### src/hdl/vbspd_pkg.sv
// Shared constants and types for the majority-vote bit slicer and preamble deframer.
package vbspd_pkg;

    // Field widths
    localparam int LAT_W    = 12;
    localparam int FLIPS_W  = 4;
    localparam int TALLY_W  = 16;
    localparam int ZRUN_W   = 4;

    // Stream payload widths; tdata is padded to whole bytes
    localparam int S_TDATA_W = 16;
    localparam int M_TDATA_W = 8;
    localparam int M_TUSER_W = 3;

    // Configuration port
    localparam int CFG_ADDR_W = 1;
    localparam int CFG_DATA_W = 12;
    localparam logic [CFG_ADDR_W-1:0] REG_MISS_THRESHOLD = 1'd0;
    localparam logic [CFG_ADDR_W-1:0] REG_FLIPS_NEEDED   = 1'd1;

    // Reset values of the registers
    localparam logic [LAT_W-1:0]   MISS_THRESHOLD_RST = 12'd200;
    localparam logic [FLIPS_W-1:0] FLIPS_NEEDED_RST   = 4'd4;

    // Framing limits
    localparam int MAX_PAYLOAD_BITS = 4096;
    localparam int PBITS_W          = $clog2(MAX_PAYLOAD_BITS + 1);
    localparam logic [PBITS_W-1:0] MAX_PBITS = PBITS_W'(MAX_PAYLOAD_BITS);
    localparam logic [ZRUN_W-1:0]  ZERO_BYTE_LEN = 4'd8;

    // Result flags carried on tuser, highest bit first
    typedef struct packed {
        logic length_overflow;
        logic sync_found;
        logic payload_valid;
    } t_flags;

endpackage

### src/hdl/vote_bit_slicer_preamble_deframer_top.sv
// Majority-vote bit slicer with preamble hunt and zero-byte message deframing.
//
// Takes one latency sample per clock. Each sample below miss_threshold counts as a hit,
// otherwise as a miss; the sample that carries tlast closes the bit interval, and the bit is
// 1 when misses are fewer than hits. Each closed interval gives one result, shown in the
// cycle after it through an output register; other samples give none. While hunting, the
// block waits for flips_needed alternations followed by two 1 bits (sync_found marks that
// interval); it then passes payload bits until a byte-aligned zero byte (tlast on that bit)
// or MAX_PAYLOAD_BITS bits (tlast plus length_overflow), and hunts again. Rate: one sample
// every cycle; the input stalls only while a held result is not taken by the sink.
module vote_bit_slicer_preamble_deframer_top (
    input  logic                                  i_clk,
    input  logic                                  i_rst_n,
    // Configuration writes
    input  logic                                  i_cfg_we,
    input  logic [vbspd_pkg::CFG_ADDR_W-1:0]      i_cfg_addr,
    input  logic [vbspd_pkg::CFG_DATA_W-1:0]      i_cfg_wdata,
    // Sample stream
    input  logic                                  i_s_tvalid,
    output logic                                  o_s_tready,
    input  logic [vbspd_pkg::S_TDATA_W-1:0]       i_s_tdata,  // [11:0] access_latency
    input  logic                                  i_s_tlast,  // interval_last
    // Result stream
    output logic                                  o_m_tvalid,
    input  logic                                  i_m_tready,
    output logic [vbspd_pkg::M_TDATA_W-1:0]       o_m_tdata,  // [0] decided_bit
    output logic                                  o_m_tlast,  // message_end
    output logic [vbspd_pkg::M_TUSER_W-1:0]       o_m_tuser   // [0] payload_valid,
                                                              // [1] sync_found,
                                                              // [2] length_overflow
);

    // Configuration registers
    logic [vbspd_pkg::LAT_W-1:0]    r_miss_threshold;
    logic [vbspd_pkg::FLIPS_W-1:0]  r_flips_needed;

    // Slicer and framing state
    logic [vbspd_pkg::TALLY_W-1:0]  r_hit_tally, n_hit_tally;
    logic [vbspd_pkg::TALLY_W-1:0]  r_miss_tally, n_miss_tally;
    logic                           r_previous_bit, n_previous_bit;
    logic [vbspd_pkg::FLIPS_W-1:0]  r_flips_left, n_flips_left;
    logic                           r_in_payload, n_in_payload;
    logic [vbspd_pkg::PBITS_W-1:0]  r_payload_bits, n_payload_bits;
    logic [vbspd_pkg::ZRUN_W-1:0]   r_zero_run, n_zero_run;

    // Output register
    logic                           r_out_valid;
    logic                           r_out_bit, n_out_bit;
    logic                           r_out_end, n_out_end;
    vbspd_pkg::t_flags              r_out_flags, n_out_flags;

    logic                           s_accept;
    logic [vbspd_pkg::LAT_W-1:0]    lat;
    logic                           is_hit;
    logic [vbspd_pkg::TALLY_W-1:0]  hit_sum, miss_sum;
    logic                           bit_val;
    logic [vbspd_pkg::PBITS_W-1:0]  pbits_inc;
    logic [vbspd_pkg::ZRUN_W-1:0]   zrun_upd;
    logic                           zero_byte_end;

    // Take a new sample whenever the output register is free or being emptied
    assign o_s_tready = !r_out_valid || i_m_tready;
    assign s_accept   = i_s_tvalid && o_s_tready;

    // Hold configuration writes
    always_ff @(posedge i_clk) begin
        if (!i_rst_n) begin
            r_miss_threshold <= vbspd_pkg::MISS_THRESHOLD_RST;
            r_flips_needed   <= vbspd_pkg::FLIPS_NEEDED_RST;
        end else if (i_cfg_we) begin
            case (i_cfg_addr)
                vbspd_pkg::REG_MISS_THRESHOLD: begin
                    r_miss_threshold <= i_cfg_wdata[vbspd_pkg::LAT_W-1:0];
                end
                vbspd_pkg::REG_FLIPS_NEEDED: begin
                    r_flips_needed <= i_cfg_wdata[vbspd_pkg::FLIPS_W-1:0];
                end
                default: begin
                end
            endcase
        end
    end

    // Classify the sample and advance the saturating tallies
    assign lat      = i_s_tdata[vbspd_pkg::LAT_W-1:0];
    assign is_hit   = lat < r_miss_threshold;
    assign hit_sum  = (is_hit && r_hit_tally != '1) ? r_hit_tally + 1'b1 : r_hit_tally;
    assign miss_sum = (!is_hit && r_miss_tally != '1) ? r_miss_tally + 1'b1 : r_miss_tally;
    assign bit_val  = miss_sum < hit_sum;

    // Payload counters for the bit being decided
    assign pbits_inc = r_payload_bits + 1'b1;
    always_comb begin
        if (bit_val) begin
            zrun_upd = '0;
        end else if (r_zero_run < vbspd_pkg::ZERO_BYTE_LEN) begin
            zrun_upd = r_zero_run + 1'b1;
        end else begin
            zrun_upd = r_zero_run;
        end
    end
    assign zero_byte_end = (zrun_upd >= vbspd_pkg::ZERO_BYTE_LEN) && (pbits_inc[2:0] == 3'd0);

    // Decide the bit and run the hunt / payload framing
    always_comb begin
        n_hit_tally    = hit_sum;
        n_miss_tally   = miss_sum;
        n_previous_bit = r_previous_bit;
        n_flips_left   = r_flips_left;
        n_in_payload   = r_in_payload;
        n_payload_bits = r_payload_bits;
        n_zero_run     = r_zero_run;
        n_out_bit      = bit_val;
        n_out_end      = 1'b0;
        n_out_flags    = '0;

        if (i_s_tlast) begin
            n_hit_tally  = '0;
            n_miss_tally = '0;
            if (!r_in_payload) begin
                if (r_flips_left == '0 && bit_val && r_previous_bit) begin
                    n_out_flags.sync_found = 1'b1;
                    n_in_payload   = 1'b1;
                    n_payload_bits = '0;
                    n_zero_run     = '0;
                end else if (r_flips_left != '0 && bit_val != r_previous_bit) begin
                    n_flips_left = r_flips_left - 1'b1;
                end else if (bit_val == r_previous_bit) begin
                    n_flips_left = r_flips_needed;
                end
                n_previous_bit = bit_val;
            end else begin
                n_out_flags.payload_valid = 1'b1;
                n_payload_bits = pbits_inc;
                n_zero_run     = zrun_upd;
                if (zero_byte_end) begin
                    n_out_end = 1'b1;
                end else if (pbits_inc >= vbspd_pkg::MAX_PBITS) begin
                    n_out_end = 1'b1;
                    n_out_flags.length_overflow = 1'b1;
                end
                // Drop back to hunting after the last payload bit
                if (n_out_end) begin
                    n_in_payload   = 1'b0;
                    n_previous_bit = 1'b1;
                    n_flips_left   = r_flips_needed;
                    n_payload_bits = '0;
                    n_zero_run     = '0;
                end
            end
        end
    end

    // Update state on each accepted sample
    always_ff @(posedge i_clk) begin
        if (!i_rst_n) begin
            r_hit_tally    <= '0;
            r_miss_tally   <= '0;
            r_previous_bit <= 1'b1;
            r_flips_left   <= vbspd_pkg::FLIPS_NEEDED_RST;
            r_in_payload   <= 1'b0;
            r_payload_bits <= '0;
            r_zero_run     <= '0;
        end else if (s_accept) begin
            r_hit_tally    <= n_hit_tally;
            r_miss_tally   <= n_miss_tally;
            r_previous_bit <= n_previous_bit;
            r_flips_left   <= n_flips_left;
            r_in_payload   <= n_in_payload;
            r_payload_bits <= n_payload_bits;
            r_zero_run     <= n_zero_run;
        end
    end

    // Output request valid: load on a closing sample, clear when taken
    always_ff @(posedge i_clk) begin
        if (!i_rst_n) begin
            r_out_valid <= 1'b0;
        end else if (s_accept) begin
            r_out_valid <= i_s_tlast;
        end else if (i_m_tready) begin
            r_out_valid <= 1'b0;
        end
    end

    // Output request payload
    always_ff @(posedge i_clk) begin
        if (s_accept && i_s_tlast) begin
            r_out_bit   <= n_out_bit;
            r_out_end   <= n_out_end;
            r_out_flags <= n_out_flags;
        end
    end

    assign o_m_tvalid = r_out_valid;
    assign o_m_tdata  = {{(vbspd_pkg::M_TDATA_W-1){1'b0}}, r_out_bit};
    assign o_m_tlast  = r_out_end;
    assign o_m_tuser  = r_out_flags;

endmodule

### config.mk
export PLATFORM = sky130hd
export DESIGN_NAME = vote_bit_slicer_preamble_deframer_top
export DESIGN_NICKNAME = d
export VERILOG_FILES = /design/src/hdl/vbspd_pkg.sv /design/src/hdl/vote_bit_slicer_preamble_deframer_top.sv
export SDC_FILE = /design/constraint.sdc
export NUM_CORES = 1
export LEC_CHECK = 0
export BUFFER_PORTS_ARGS = -buffer_cell sky130_fd_sc_hd__buf_2
export CORE_MARGIN = 4
export CORE_UTILIZATION = 60
export CTS_CLUSTER_DIAMETER = 200
export DETAILED_ROUTE_END_ITERATION = 8
export MAX_ROUTING_LAYER = met4
export PLACE_DENSITY = 0.88
export SYNTH_ARGS = -nofsm -noshare
export SYNTH_HDL_FRONTEND = slang
export SYNTH_SLANG_ARGS = --single-unit
export TNS_END_PERCENT = 10
### constraint.sdc
create_clock -name i_clk -period 7.3 [get_ports i_clk]
set_input_delay 1.095 -clock i_clk [delete_from_list [all_inputs] [get_ports i_clk]]
set_output_delay 1.095 -clock i_clk [all_outputs]
set_load 0.02 [all_outputs]
# == Yosys cells after proc, flatten, opt, wreduce, memory -nomap -nowiden ==
# Cells that the tools add are included.
# classes
addsub,5
n_lt_le_gt_ge,5
n_eq_ne,6
mux,29
bitwise_logic,3
n_reduce_logical,26
# op_table
cell,count
$mux W16,4
$mux W4,10
$mux W13,3
$add A16 B1 Y16 const B,2
$ne A16 B16 Y1 const B,2
$lt A16 B16 Y1,1
$add A13 B1 Y13 const B,1
$ge A13 B13 Y1 const B,1
$lt A12 B12 Y1,1
$mux W1,12
$logic_and A1 B1 Y1,8
$reduce_and A2 Y1,4
$reduce_and A3 Y1,2
$reduce_and A5 Y1,1
$add A4 B1 Y4 const B,1
$ge A4 B4 Y1 const B,1
$logic_not A4 Y1,1
$lt A4 B4 Y1 const B,1
$reduce_bool A2 Y1,2
$reduce_bool A4 Y1,1
$sub A4 B1 Y4 const B,1
$logic_not A3 Y1,1
$not A1 Y1,3
$reduce_bool A3 Y1,1
other kinds (8),9
# word_totals
reg_bits,77

# == Depth between registers and ports, before layout ==
# Gate-level depths: netlist of run 1.
# depth
depth_word,13
depth_mapped,22
mapped_depth_nobuf,20

# == Worst setup path before layout of run 1 ==
# OpenSTA, ideal clock, no wires.
# synth_timing
path_kind,input to register
from,input port i_s_tdata[9] (netlist bit)
to,register r_flips_left[3] (netlist bit)
arrival_time_ns,5.565
required_ns,7.183
setup_slack_ns,1.617
cell_stages,18
path_buffers,0
cell_sequence,ha_1 a21o_1 a21o_1 a2111oi_4 o41ai_4 nor4_4 nand4_1 xor2_1 ha_1 a21oi_1 nor2_1 a2111oi_0 o21ai_0 or4_1 nand3_1 o21a_1 mux2_1 a32o_1
# synth_via
elab_chain_len,13
word_cells_on_any_way,25
cone_classes,order compare: 3; eq/ne: 4; mux: 9; reduce/logical: 9
# synth_rtl
item,line,rtl
from (decl),vote_bit_slicer_preamble_deframer_top.sv:21,"input logic [vbspd_pkg::S_TDATA_W-1:0] i_s_tdata,"
$lt A12 B12 Y1 (*),vote_bit_slicer_preamble_deframer_top.sv:86,assign is_hit = lat < r_miss_threshold;
$logic_not A1 Y1,vote_bit_slicer_preamble_deframer_top.sv:88,assign miss_sum = (!is_hit && r_miss_tally != '1) ? r_miss_tally + 1'b1 : r_miss_tally;
$logic_and A1 B1 Y1,vote_bit_slicer_preamble_deframer_top.sv:88,
$mux W16,vote_bit_slicer_preamble_deframer_top.sv:88,
$lt A16 B16 Y1 (*),vote_bit_slicer_preamble_deframer_top.sv:89,assign bit_val = miss_sum < hit_sum;
$mux W4,vote_bit_slicer_preamble_deframer_top.sv:94,if (bit_val) begin
$ge A4 B4 Y1,vote_bit_slicer_preamble_deframer_top.sv:102,assign zero_byte_end = (zrun_upd >= vbspd_pkg::ZERO_BYTE_LEN) && (pbits_inc[2:0] == 3'd0);
$logic_and A1 B1 Y1,vote_bit_slicer_preamble_deframer_top.sv:102,
$mux W1,vote_bit_slicer_preamble_deframer_top.sv:136,if (zero_byte_end) begin
$mux W1,vote_bit_slicer_preamble_deframer_top.sv:120,if (!r_in_payload) begin
$mux W1,vote_bit_slicer_preamble_deframer_top.sv:117,if (i_s_tlast) begin
$ne A2 B1 Y1 (no line),n/a,
$reduce_and A5 Y1 (no line),n/a,
to (signal assigned),vote_bit_slicer_preamble_deframer_top.sv:160,r_flips_left <= vbspd_pkg::FLIPS_NEEDED_RST;
to (signal assigned),vote_bit_slicer_preamble_deframer_top.sv:168,r_flips_left <= n_flips_left;
to (decl),vote_bit_slicer_preamble_deframer_top.sv:41,"logic [vbspd_pkg::FLIPS_W-1:0] r_flips_left, n_flips_left;"
# Every way passes the cells marked *; elsewhere a longest branch is shown, timed or not. The select of a mux whose other input is x is not followed.
# A chain may end at the register's enable or synchronous reset.

# == Final worst setup path of run 1 ==
# layout_timing
from,input port i_s_tdata[11] (netlist bit)
to,register r_flips_left[3] (netlist bit)
# Same word-level chain as after synthesis.

==> results of run 1 <==
cells by family (layout without fill, tap and decap cells):
| group | count (synthesis) | after routing | share of synthesized area, % |
|---|---|---|---|
| AND/OR/NAND/NOR | 232 | 232 | 24.9 |
| multiplexers | 15 | 15 | 3.23 |
| AO/OA/AOI/OAI | 147 | 147 | 19.7 |
| other | 1 | 7 | 0.0763 |
| flip-flops | 77 | 77 | 32.4 |
| adder cells (fa/ha/maj) | 33 | 33 | 8.41 |
| XOR/XNOR | 34 | 34 | 6.06 |
| buffers and inverters | 57 | 75 | 5.27 |
critical path, cell delays in order:
cell	delay [ns]
buf_2	0.10
ha_1	0.34
nand4_2	0.18
o41ai_4	0.78
or4b_1	0.72
nor2_4	0.24
nand3_2	0.11
xnor2_1	0.19
ha_1	0.27
a21oi_1	0.19
nor2_1	0.07
a2111oi_0	0.39
o21ai_0	0.36
or3_1	0.41
mux2i_1	0.30
o21a_1	0.27
mux2_1	0.34
a32o_1	0.20
metal layers:
layer  vias up  track usage (%)  wire length, um
met5         -                -                0
met4         0             12.2              357
met3        37             3.26              561
met2       149             38.8             5410
met1      2078             29.9             4960
li1       2172                -                -
worst paths after layout:
| kind | start | endpoint | depth (start not counted) |
|---|---|---|---|
| min | r_miss_threshold[1] | r_miss_threshold[1] | 2 |
| max reg2reg | r_miss_threshold[11] | r_flips_left[3] | 18 |
| max | i_s_tdata[11] | r_flips_left[3] | 18 |
| min reg2reg | r_miss_threshold[1] | r_miss_threshold[1] | 2 |
power by group through the flow:
stage                     Combinational (mW)  Clock [mW]  Sequential (mW)
final                                  0.122       0.352            0.443
after CTS                              0.121       0.359            0.442
after global routing                   0.136       0.375            0.444
after floorplan                       0.0918           0            0.451
after detailed placement               0.121           0            0.452
after global placement                 0.115           0            0.451
per-stage QoR:
stage | setup slack [ns] | std cells | power (mW) | instance area [sq um]
floorplan | 1.62 | 602 | 0.543 | 4930
global placement | 0.800 | 706 | 0.566 | 5070
detailed placement | 0.725 | 706 | 0.573 | 5070
CTS | 1.06 | 722 | 0.922 | 5290
global route | 0.662 | 722 | 0.955 | 5290
finish | 0.984 | 722 | 0.917 | 5290
flip-flops by register name (all words and copies together) (netlist names):
register          count
o_m_tlast             1
o_m_tuser             3
o_m_tvalid            1
r_flips_left          4
r_flips_needed        4
r_hit_tally          16
r_in_payload          1
r_miss_tally         16
r_miss_threshold     12
r_out_bit             1
r_payload_bits       13
r_previous_bit        1
r_zero_run            4
layout make-up:
cell class / count / area [sq um]
inverter: 21 / 78.8
clock buffer: 10 / 128
timing repair buffer: 38 / 193
fill: 648 / 2560
sequential: 77 / 1590
tap: 102 / 128
multi-input combinational: 468 / 3080
clock inverter: 6 / 88.8
layout by cell type (no fill, tap or decap), types with 10 or more instances in the layout:
cell     count
dfxtp_1     72
nand2_1     70
nor2_1      45
a21oi_1     45
buf_2       37
o21ai_0     35
ha_1        33
nand3_1     22
xnor2_1     21
inv_1       20
nor3_1      16
and3_1      13
xor2_1      13
a21o_1      12
mux2i_1     10
==> results by stage, run 1 <==
GRT:
- Global routing used 24.2% of the available tracks across all layers.
- The initial antenna violation count is 0.
- The wire length of the first global-routing pass is 19100 um.
- The number of global-route vias before repair came to 4361.
- Entering global routing, the biggest net connects 39 pins.
- Summed over all layers, the global routing overflow is 0.

Power:
- The cell area power density is 173 mW/mm^2.
- The leakage power of the design is 2.09 nW.
- In this run switching power makes up between 20% and 30% of total power.
- For this design the total switching power over the nets is 0.246 mW.
- The portion of total power attributed to sequential cells is about 48%.
- The peak supply drop is 0.000159 V.
- The cell-internal power is 0.671 mW.
- In this run, the combinational gates consume between 10% and 20% of the power.
- The clock network accounts for 38.4% of the total power.

Critical path:
- For the worst setup path, the data arrival time is between 6 and 7 ns.
- The highest net fanout along the worst path is 10.
- The worst-case register-to-register setup slack is 1.46 ns.
- By startpoint and endpoint, the worst setup path is classified as input port to register.
- For the worst setup path, the data required time is 7.55 ns.
- The endpoint class of the critical path is a register.
- The type of element launching the critical path is an input port.

Yosys:
- The fraction of registers with async set or reset after synthesis is 0%.
- Yosys attributes the largest share of cell area to dfxtp_1 29%, ha_1 8.4%, nand2_1 5.3%.
- dfxtp_1 takes more of the synthesized area than any other cell.
- For this run, the number of Yosys warnings is 0.
- The top flip-flop cell by instance count after synthesis is dfxtp_1.
- Sequential cells were found to cover 32.4% of the synthesized design area.
- The commonest cells after synthesis are 72 x dfxtp_1, 70 x nand2_1, 45 x a21oi_1, 45 x nor2_1, 35 x o21ai_0.
- The mean instance size in the synthesized netlist is ~8.2 sq um.
- Counting flops and latches in the post-synthesis netlist gives 77.
- Among all cell types in the netlist, the one instantiated most often is dfxtp_1.
- The count of different cell masters after synthesis is 67.
- Synthesis produced 596 cells.
- The number of enable flip-flop cells after synthesis is 5.
- The synthesized design devotes to its leading area cell type slightly below 30% of total area.
- After synthesis the cells add up to 0.00491 sq mm.

STA:
- The max-slew violation count is 0.
- The worst slew margin relative to its limit is 34.7%.
- The worst clock skew is 0.0133 ns.
- The final hold slack is 0.458 ns.
- Setup violations remaining at the end of the flow were counted as 0.
- The upper clock frequency limit is 0.158 GHz.
- The final total negative setup slack is 0 ns.
- Setup repair after global routing left no endpoint under its margin.
- The ratio of final minimum period to clock period is 86.5%.
- For the pin with the worst max-slew slack, the measured transition is between 0.9 and 1 ns.
- The number of failing hold endpoints at the final stage is 0.
- The worst path in the final design needs a cycle of 6.32 ns, including I/O delays and setup.

Route:
- The detailed-route wire length is 11300 um.
- Dividing the detail-routed wire length by the instance count gives 15.6 um.
- The iteration-0 DRC count of the detailed router is 372.
- The remaining antenna violation count after routing is 0.
- For this run, design rule violations remaining after detail routing come to 0.
- The number of detailed-route iterations in the first pass is 5.
- In the routed layout, each cell is associated on average with a via count of 6.14.
- The detailed router placed ~4.4k vias in this run.

Floorplan:
- The core area is 0.00785 sq mm.
- The total die area is 0.00970 sq mm.
- For this configuration, the core starts out at a cell density of 62.6%.
- The die outline height is 98.5 um.
- In this run the count of I/O pins placed on the die edge is 49.
- Row generation in the floorplan step produced 32 rows.
- In this run the horizontal extent of the chip is around 98 um.

Worst hold path:
- In this run the worst hold path is classified as register to register.

Clock network:
- Clock latency on the worst-skew pair, taken at its later pin, is 0.36 ns.
- TritonCTS built the clock tree.
- In this run the clock root is driven by a clkbuf_8.
- Post-CTS repair changed the size of 0 cells.
- The count of clock tree sinks is 77.
- The number of buffers on the longest clock path is 2.
- The number of buffers inserted by hold repair at cts is 0.
- The CTS clock-pin slew for the worst setup and hold paths is about 0.080 ns.
- Clock tree synthesis inserted a total of 9 buffers.
- The post-CTS setup-driven buffer insertion count is 0.
- The count of H-tree levels built during CTS is 3.

Place:
- The placed wire-length estimate after detailed placement is 8190 um.
- The total of buffers placed on input and output ports is 37.
- The congestion estimate from routability-driven global placement came to between 0.9 and 1.

Finish:
- The antenna diode count is 0.
- In the final layout, the share of cells above drive strength 1 is about an eighth.
- The final layout contains 683 nets.
- The final core utilization is 67.4%.
- The layout overhead on the synthesized area is 7.72%.

Run status:
- The run finished with clean final reports.

Run:
- The number of maximum-capacitance constraint violations is 0.
Note: power is estimated with default switching activity, not from simulation.
==> run 2: changes to the inputs <==
CORE_MARGIN = default   (was 4)
==> run 2 against run 1 <==
Compared with the run above:
- sequential cell count unchanged
- routed wire length decreased by 1.3%
- clock power down 3%
- register-to-register slack better by 0.04 ns
- first-iteration DRC count increased by 2.4%
- power fell by 0.97%
- final area decreased by 0.26%
- non-clock buffer count is the same
- final cell count stayed put
==> results by stage, run 2 (synthesized netlist as in run 1, its figures left out) <==
Place:
- The total instance count after detailed placement came to 706 (unchanged).
- The placed wire-length estimate after detailed placement is 7950 um (was 8190 um).
- The total of buffers placed on input and output ports came to 37 (unchanged).
- The weighted congestion reported at the end of routability-driven placement is 0.878 (was 0.923).

Power:
- The switching portion of total power is 29.3% (was 26.8%).
- The portion of total power attributed to sequential cells is 48.7% (was 48.3%).
- The combinational group share of total power was 13.6% (was 13.3%).
- The cell area power density is 172 mW/mm^2 (was 173 mW/mm^2).
- The reported net switching power was 0.266 mW (was 0.246 mW).
- The clock network power share is 37.7% (was 38.4%).
- The peak supply drop came to 0.000186 V (was 0.000159 V).
- The cell-internal power is 0.643 mW (was 0.671 mW).
- The leakage power of the design is 2.09 nW (about the same).

Finish:
- Largest regs: r_hit_tally: 16 flops, r_miss_tally: 16 flops, r_payload_bits: 13 flops (unchanged).
- The total area of multi-input combinational cells is 0.00308 sq mm (unchanged).
- Most used cells in the layout excluding fill and tap cells: 72 x dfxtp_1, 70 x nand2_1, 45 x nor2_1, 45 x a21oi_1, 37 x buf_2 (unchanged).
- The final cell count without fillers was 722 (unchanged).
- The number of fill cells in the layout was 649 (was 648).
- The layout overhead on the synthesized area is 7.44% (was 7.72%).
- The antenna diode count was 0 (unchanged).
- The commonest non-fill, non-tap cell in the layout is dfxtp_1 (unchanged).
- The final core utilization came to 67.6% (was 67.4%).
- The fraction of final layout cells with drive strength greater than 1 is 11.9% (was 11.8%).
- The sequential cell area is 0.00159 sq mm (unchanged).
- The count of nets after finishing is 683 (unchanged).

STA:
- The transition time at the pin with the least slew margin is 0.996 ns (was 0.977 ns).
- The max-slew violation count was 0 (unchanged).
- The shortest period the worst path allows is 6.27 ns (was 6.32 ns).
- The final total negative setup slack is 0 ns (unchanged).
- The number of failing hold endpoints at the final stage is 0 (unchanged).
- The ratio of final minimum period to clock period is 85.8% (was 86.5%).
- The worst slew margin relative to its limit was 33.4% (was 34.7%).
- The worst clock skew came to 0.0153 ns (was 0.0133 ns).
- The upper clock frequency limit is 0.160 GHz (was 0.158 GHz).
- The setup-violating endpoint count in the final report is 0 (unchanged).
- RSZ-0062 raised after global routing: no (unchanged).

GRT:
- The number of global-route vias before repair was 4235 (was 4361).
- The initial antenna violation count is 0 (unchanged).
- The wire length of the first global-routing pass was 18900 um (was 19100 um).
- The total global routing overflow is 0 (unchanged).
- The overall global routing resource usage is 28.4% (was 24.2%).
- The largest net degree at the start of global routing was 31 (was 39).

Route:
- The number of detailed-route iterations in the first pass was 5 (unchanged).
- The remaining antenna violation count after routing is 0 (unchanged).
- The number of vias per cell is 6.13 (was 6.14).
- The number of remaining DRC errors is 0 (unchanged).
- The routed wire length per instance came to 15.4 um (was 15.6 um).
- The iteration-0 DRC count of the detailed router is 381 (was 372).
- The overall via count from detail_route was 4427 (was 4436).
- The detailed-route wire length is 11100 um (was 11300 um).

Critical path:
- The critical path's most frequent cell is ha_1 (unchanged).
- The highest net fanout along the worst path is 10 (unchanged).
- The endpoint class of the critical path was a register (unchanged).
- The critical path class was input port to register (unchanged).
- The stage delay of the slowest cell on the critical path is 0.77 ns (was 0.78 ns).
- The critical path's slowest cell is o41ai_4 (unchanged).
- The endpoint required time on the critical path came to 7.55 ns (about the same).
- The type of element launching the critical path is an input port (unchanged).
- Worst path cell trace: buf_2 -> ha_1 -> nand4_2 -> o41ai_4 -> or4b_1 -> nor2_4 -> nand3_2 -> xnor2_1 -> ha_1 -> a21oi_1 -> nor2_1 -> a2111oi_0 -> o21ai_0 -> or4_1 -> nand3_1 -> o21a_1 -> mux2_1 -> a32o_1 (was buf_2 -> ha_1 -> nand4_2 -> o41ai_4 -> or4b_1 -> nor2_4 -> nand3_2 -> xnor2_1 -> ha_1 -> a21oi_1 -> nor2_1 -> a2111oi_0 -> o21ai_0 -> or3_1 -> mux2i_1 -> o21a_1 -> mux2_1 -> a32o_1).
- The worst endpoint data arrival time is 6.52 ns (was 6.56 ns).

Clock network:
- The number of buffers on the longest clock path is 2 (unchanged).
- The CTS tree is built (unchanged).
- The clock latency of the later-clocked register in the worst-skew pair is 0.37 ns (was 0.36 ns).
- The count of instances resized after the clock tree is built is 0 (unchanged).
- The count of H-tree levels built during CTS came to 3 (unchanged).
- The number of buffers inserted by hold repair at cts came to 0 (unchanged).
- The count of clock tree sinks is 77 (unchanged).
- The CTS clock-pin slew for the worst setup and hold paths came to 0.08 ns (about the same).
- The post-CTS setup-driven buffer insertion count came to 0 (unchanged).
- The buffer cell driving the clock tree root is clkbuf_8 (unchanged).
- The total clock buffers created by CTS came to 9 (unchanged).

Floorplan:
- The number of core rows came to 32 (unchanged).
- The core area came to 0.00781 sq mm (was 0.00785 sq mm).
- The initial core utilization came to 62.9% (was 62.6%).
- The width of the chip is 92.5 um (was 98.5 um).
- The total die area is 0.00855 sq mm (was 0.00970 sq mm).
- The number of placed I/O pins is 49 (unchanged).
- The die outline height is 92.5 um (was 98.5 um).

Worst hold path:
- The path type of the worst min-delay path is register to register (unchanged).

Run:
- The number of maximum-capacitance constraint violations is 0 (unchanged).

Run status:
- Outcome: finished, final reports clean (unchanged).
[run 2: cell types whose count changed in the layout (fill, tap and decap cells not counted), sizes merged]
cell      change
inv           +5
clkinvlp      -2
bufinv        -1
clkbuf        -1
clkinv        -1
[run 2: path summary, 6_finish.rpt]
kind                        startpoint                   to  slack [ns]  cells after the start
setup / recovery         i_s_tdata[11]      r_flips_left[3]        1.03                     18
hold / removal     r_miss_threshold[8]  r_miss_threshold[8]        0.46                      2
setup reg to reg  r_miss_threshold[11]      r_flips_left[3]        1.50                     18
hold reg to reg    r_miss_threshold[8]  r_miss_threshold[8]        0.46                      2
[run 2: final cells by class]
| cell class | instances | share of cell area [%] |
|---|---|---|
| clock buffer | 9 | 2.35 |
| inverter | 21 | 1.49 |
| timing repair buffer | 38 | 3.65 |
| tap | 102 | 2.42 |
| multi-input combinational | 468 | 58.4 |
| clock inverter | 7 | 1.49 |
| sequential | 77 | 30.2 |
[run 2: metrics by stage]
stage | hold slack, ns | total power, mW | cell area, sq um | setup slack, ns
3_3_place_gp | 0.445 | 0.567 | 5070 | 0.791
3_5_place_dp | 0.450 | 0.573 | 5070 | 0.670
6_report | 0.460 | 0.908 | 5280 | 1.03
5_1_grt | 0.480 | 0.941 | 5280 | 0.763
2_1_floorplan | 0.432 | 0.543 | 4930 | 1.62
4_1_cts | 0.460 | 0.912 | 5280 | 1.03
[run 2: routing by layer]
metal / GRT usage, % / vias up / part of all wire (%)
li1: - / 2172 / -
met4: 10.4 / 0 / 1.8
met2: 46.5 / 139 / 49
met1: 34.8 / 2093 / 44
met3: 5.58 / 23 / 5.2
met5: - / - / 0
[run 2: power by group through the flow]
stage	Combinational (mW)	Sequential, mW	Clock (mW)
3_3_place_gp	0.115	0.451	0
6_report	0.123	0.443	0.342
5_1_grt	0.135	0.444	0.362
3_5_place_dp	0.121	0.452	0
4_1_cts	0.122	0.442	0.347
2_1_floorplan	0.0918	0.451	0
[run 2: critical path, delay by kind of cell]
| family | cells | cell delay [ns] |
|---|---|---|
| AO/OA/AOI/OAI | 6 | 2.16 |
| XOR/XNOR | 1 | 0.15 |
| adder cells (fa/ha/maj) | 2 | 0.65 |
| buffers and inverters | 1 | 0.11 |
| multiplexers | 1 | 0.35 |
| AND/OR/NAND/NOR | 7 | 2.00 |
==> run 3: changes to the inputs <==
CORE_UTILIZATION = 53   (was 60)
PLACE_DENSITY = 0.8   (was 0.88)
REMOVE_ABC_BUFFERS = 1   (was default)
==> run 3 against run 2 <==
Compared with the run above:
- clock-buffer cell count up 1
- fmax increased by 1.4%
- largest power group unchanged
- global-route usage shrank 4.5 points
- sequential power barely moved
- die area rose by 13%
- worst hold slack better by 0.0016 ns
==> results by stage, run 3 (synthesized netlist as in run 1, its figures left out) <==
Run status:
- Outcome: finished, final reports clean (unchanged).

GRT:
- The largest net degree at the start of global routing is 42 (was 31).
- The initial antenna violation count is 0 (unchanged).
- The total global routing overflow is 0 (unchanged).
- The overall global routing resource usage is 24.0% (was 28.4%).
- The wire length of the first global-routing pass is 18600 um (was 18900 um).
- The number of global-route vias before repair is 4252 (was 4235).

STA:
- The worst clock skew came to 0.0119 ns (was 0.0153 ns).
- The ratio of final minimum period to clock period was 84.6% (was 85.8%).
- RSZ-0062 raised after global routing: no (unchanged).
- The worst-case setup margin in the final layout was 1.12 ns (was 1.03 ns).
- The number of failing hold endpoints at the final stage came to 0 (unchanged).
- The upper clock frequency limit was 0.162 GHz (was 0.160 GHz).
- The final hold slack was 0.462 ns (was 0.460 ns).
- The setup-violating endpoint count in the final report is 0 (unchanged).
- The max-slew violation count is 0 (unchanged).
- The shortest period the worst path allows was 6.18 ns (was 6.27 ns).
- The worst slew margin relative to its limit came to 35.0% (was 33.4%).
- The final total negative setup slack is 0 ns (unchanged).
- The transition time at the pin with the least slew margin is 0.972 ns (was 0.996 ns).

Route:
- The remaining antenna violation count after routing is 0 (unchanged).
- The routed wire length per instance is 14.6 um (was 15.4 um).
- The number of detailed-route iterations in the first pass was 6 (was 5).
- The iteration-0 DRC count of the detailed router is 195 (was 381).
- The detailed-route wire length is 10600 um (was 11100 um).
- The number of vias per cell is 5.96 (was 6.13).
- The overall via count from detail_route is 4342 (was 4427).
- The number of remaining DRC errors is 0 (unchanged).

Critical path:
- The path depth of the worst reg2reg path is 20 (was 18).
- The worst endpoint data arrival time is 6.43 ns (was 6.52 ns).
- The endpoint class of the critical path is a register (unchanged).
- The critical path's slowest cell is nor4_4 (was o41ai_4).
- Worst path cell trace: buf_2 -> ha_1 -> a21o_1 -> a21o_1 -> a2111oi_4 -> o41ai_4 -> buf_4 -> nor4_4 -> nand4_1 -> xor2_1 -> ha_1 -> a21oi_1 -> nor2_1 -> a2111oi_0 -> o21ai_0 -> or3_1 -> mux2i_1 -> o21a_1 -> mux2_1 -> a32o_1 (was buf_2 -> ha_1 -> nand4_2 -> o41ai_4 -> or4b_1 -> nor2_4 -> nand3_2 -> xnor2_1 -> ha_1 -> a21oi_1 -> nor2_1 -> a2111oi_0 -> o21ai_0 -> or4_1 -> nand3_1 -> o21a_1 -> mux2_1 -> a32o_1).
- The buffer and inverter count on the worst path is 2 (was 1).
- The type of element launching the critical path is an input port (unchanged).
- The worst-case register-to-register setup slack is 1.60 ns (was 1.50 ns).
- The highest net fanout along the worst path was 7 (was 10).
- The cell type group with the largest total delay on the critical path is compound AO/OA/AOI/OAI gates (unchanged).
- The critical path class is input port to register (unchanged).
- The worst reg2reg path endpoint was r_flips_left[3] (unchanged).
- The startpoint of the most critical register-to-register path is r_miss_threshold[9] (was r_miss_threshold[11]).
- The endpoint required time on the critical path was 7.55 ns (about the same).
- The stage delay of the slowest cell on the critical path is 0.52 ns (was 0.77 ns).

Floorplan:
- The initial core utilization is 55.5% (was 62.9%).
- The number of placed I/O pins is 49 (unchanged).
- The number of core rows was 34 (was 32).
- The die outline height was 98.3 um (was 92.5 um).
- The total die area is 0.00966 sq mm (was 0.00855 sq mm).
- The core area came to 0.00885 sq mm (was 0.00781 sq mm).
- The width of the chip is 98.3 um (was 92.5 um).

Power:
- The leakage power of the design was 2.08 nW (was 2.09 nW).
- The switching portion of total power came to 29.5% (was 29.3%).
- The cell-internal power came to 0.605 mW (was 0.643 mW).
- The peak supply drop is 0.000129 V (was 0.000186 V).
- The cell area power density is 163 mW/mm^2 (was 172 mW/mm^2).
- The portion of total power attributed to sequential cells is 51.5% (was 48.7%).
- The reported net switching power is 0.253 mW (was 0.266 mW).
- The clock network power share is 34.2% (was 37.7%).
- The combinational group share of total power is 14.3% (was 13.6%).

Finish:
- The layout overhead on the synthesized area came to 7.16% (was 7.44%).
- The antenna diode count came to 0 (unchanged).
- The commonest non-fill, non-tap cell in the layout is dfxtp_1 (unchanged).
- The final core utilization was 59.5% (was 67.6%).
- Largest regs: r_hit_tally: 16 flops, r_miss_tally: 16 flops, r_payload_bits: 13 flops (unchanged).
- The count of nets after finishing is 684 (was 683).
- Most used cells in the layout excluding fill and tap cells: 72 x dfxtp_1, 70 x nand2_1, 45 x nor2_1, 45 x a21oi_1, 37 x buf_2 (unchanged).
- The number of fill cells in the layout was 757 (was 649).
- The fraction of final layout cells with drive strength greater than 1 was 11.9% (about the same).

Place:
- The placed wire-length estimate after detailed placement was 7820 um (was 7950 um).
- The setup slack at placement is 0.730 ns (was 0.670 ns).
- The total of buffers placed on input and output ports is 37 (unchanged).
- The weighted congestion reported at the end of routability-driven placement came to 0.826 (was 0.878).

Clock network:
- The number of buffers on the longest clock path came to 2 (unchanged).
- The count of H-tree levels built during CTS is 3 (unchanged).
- The CTS tree is built (unchanged).
- The buffer cell driving the clock tree root is clkbuf_8 (unchanged).
- The count of instances resized after the clock tree is built came to 0 (unchanged).
- The CTS clock-pin slew for the worst setup and hold paths is 0.07 ns (was 0.08 ns).
- The number of buffers inserted by hold repair at cts was 0 (unchanged).
- The clock latency of the later-clocked register in the worst-skew pair is 0.36 ns (was 0.37 ns).
- The total clock buffers created by CTS came to 9 (unchanged).
- The count of clock tree sinks is 77 (unchanged).
- The post-CTS setup-driven buffer insertion count is 0 (unchanged).

Worst hold path:
- The worst hold path cell count is 2 (unchanged).
- The end point of the most critical hold path is r_miss_threshold[10] (was r_miss_threshold[8]).
- The startpoint of the most critical hold path was r_miss_threshold[10] (was r_miss_threshold[8]).
- The path type of the worst min-delay path is register to register (unchanged).

Run:
- The number of maximum-capacitance constraint violations is 0 (unchanged).
[run 3: worst max path at each step]
| stage | start | end | slack [ns] | depth (start not counted) |
|---|---|---|---|---|
| after detailed placement | i_s_tdata[9] | r_flips_left[3] | 0.73 | 20 |
| after floorplan | i_s_tdata[11] | r_flips_left[3] | 1.51 | 17 |
| after CTS | i_s_tdata[9] | r_flips_left[3] | 1.11 | 20 |
| after global routing | i_s_tdata[9] | r_flips_left[3] | 0.75 | 20 |
| final | i_s_tdata[9] | r_flips_left[3] | 1.12 | 20 |
| after global placement | i_s_tdata[9] | r_flips_left[3] | 0.90 | 20 |
[run 3: worst reg2reg max path: stages, from the launching register on]
cell	delay, ns
dfxtp_1	0.34
inv_1	0.05
ha_1	0.30
a21o_1	0.17
a21o_1	0.20
a2111oi_4	0.40
o41ai_4	0.20
buf_4	0.21
nor4_4	0.52
nand4_1	0.25
xor2_1	0.20
ha_1	0.32
a21oi_1	0.20
nor2_1	0.07
a2111oi_0	0.37
o21ai_0	0.31
or3_1	0.38
mux2i_1	0.27
o21a_1	0.29
mux2_1	0.35
a32o_1	0.20
[run 3: layout make-up]
| class | count | area [sq um] | share of cell area (%) |
|---|---|---|---|
| clock buffer | 10 | 128 | 2.42 |
| clock inverter | 6 | 46.3 | 0.879 |
| inverter | 21 | 78.8 | 1.50 |
| multi-input combinational | 468 | 3080 | 58.6 |
| sequential | 77 | 1590 | 30.2 |
| tap | 108 | 135 | 2.57 |
| timing repair buffer | 39 | 200 | 3.80 |
[run 3: power by group through the flow]
stage,Clock [mW],Combinational [mW],Sequential (mW)
global route,0.316,0.137,0.444
floorplan,0,0.0820,0.452
global placement,0,0.116,0.452
detailed placement,0,0.121,0.452
CTS,0.299,0.123,0.442
finish,0.293,0.123,0.442
[run 3: through the flow]
stage | instance area, sq um | instances | power (mW)
2_1_floorplan | 4750 | 566 | 0.534
3_3_place_gp | 5090 | 713 | 0.567
3_5_place_dp | 5090 | 713 | 0.573
4_1_cts | 5260 | 729 | 0.863
5_1_grt | 5260 | 729 | 0.897
6_report | 5260 | 729 | 0.858
[run 3: routing by layer]
layer / part of all wire, % / track usage, % / up-vias
met1: 44 / 26.6 / 2068
met3: 3.0 / 3.79 / 20
met4: 1.6 / 8.15 / 0
met2: 52 / 43.4 / 82
li1: - / - / 2172
met5: 0 / - / -
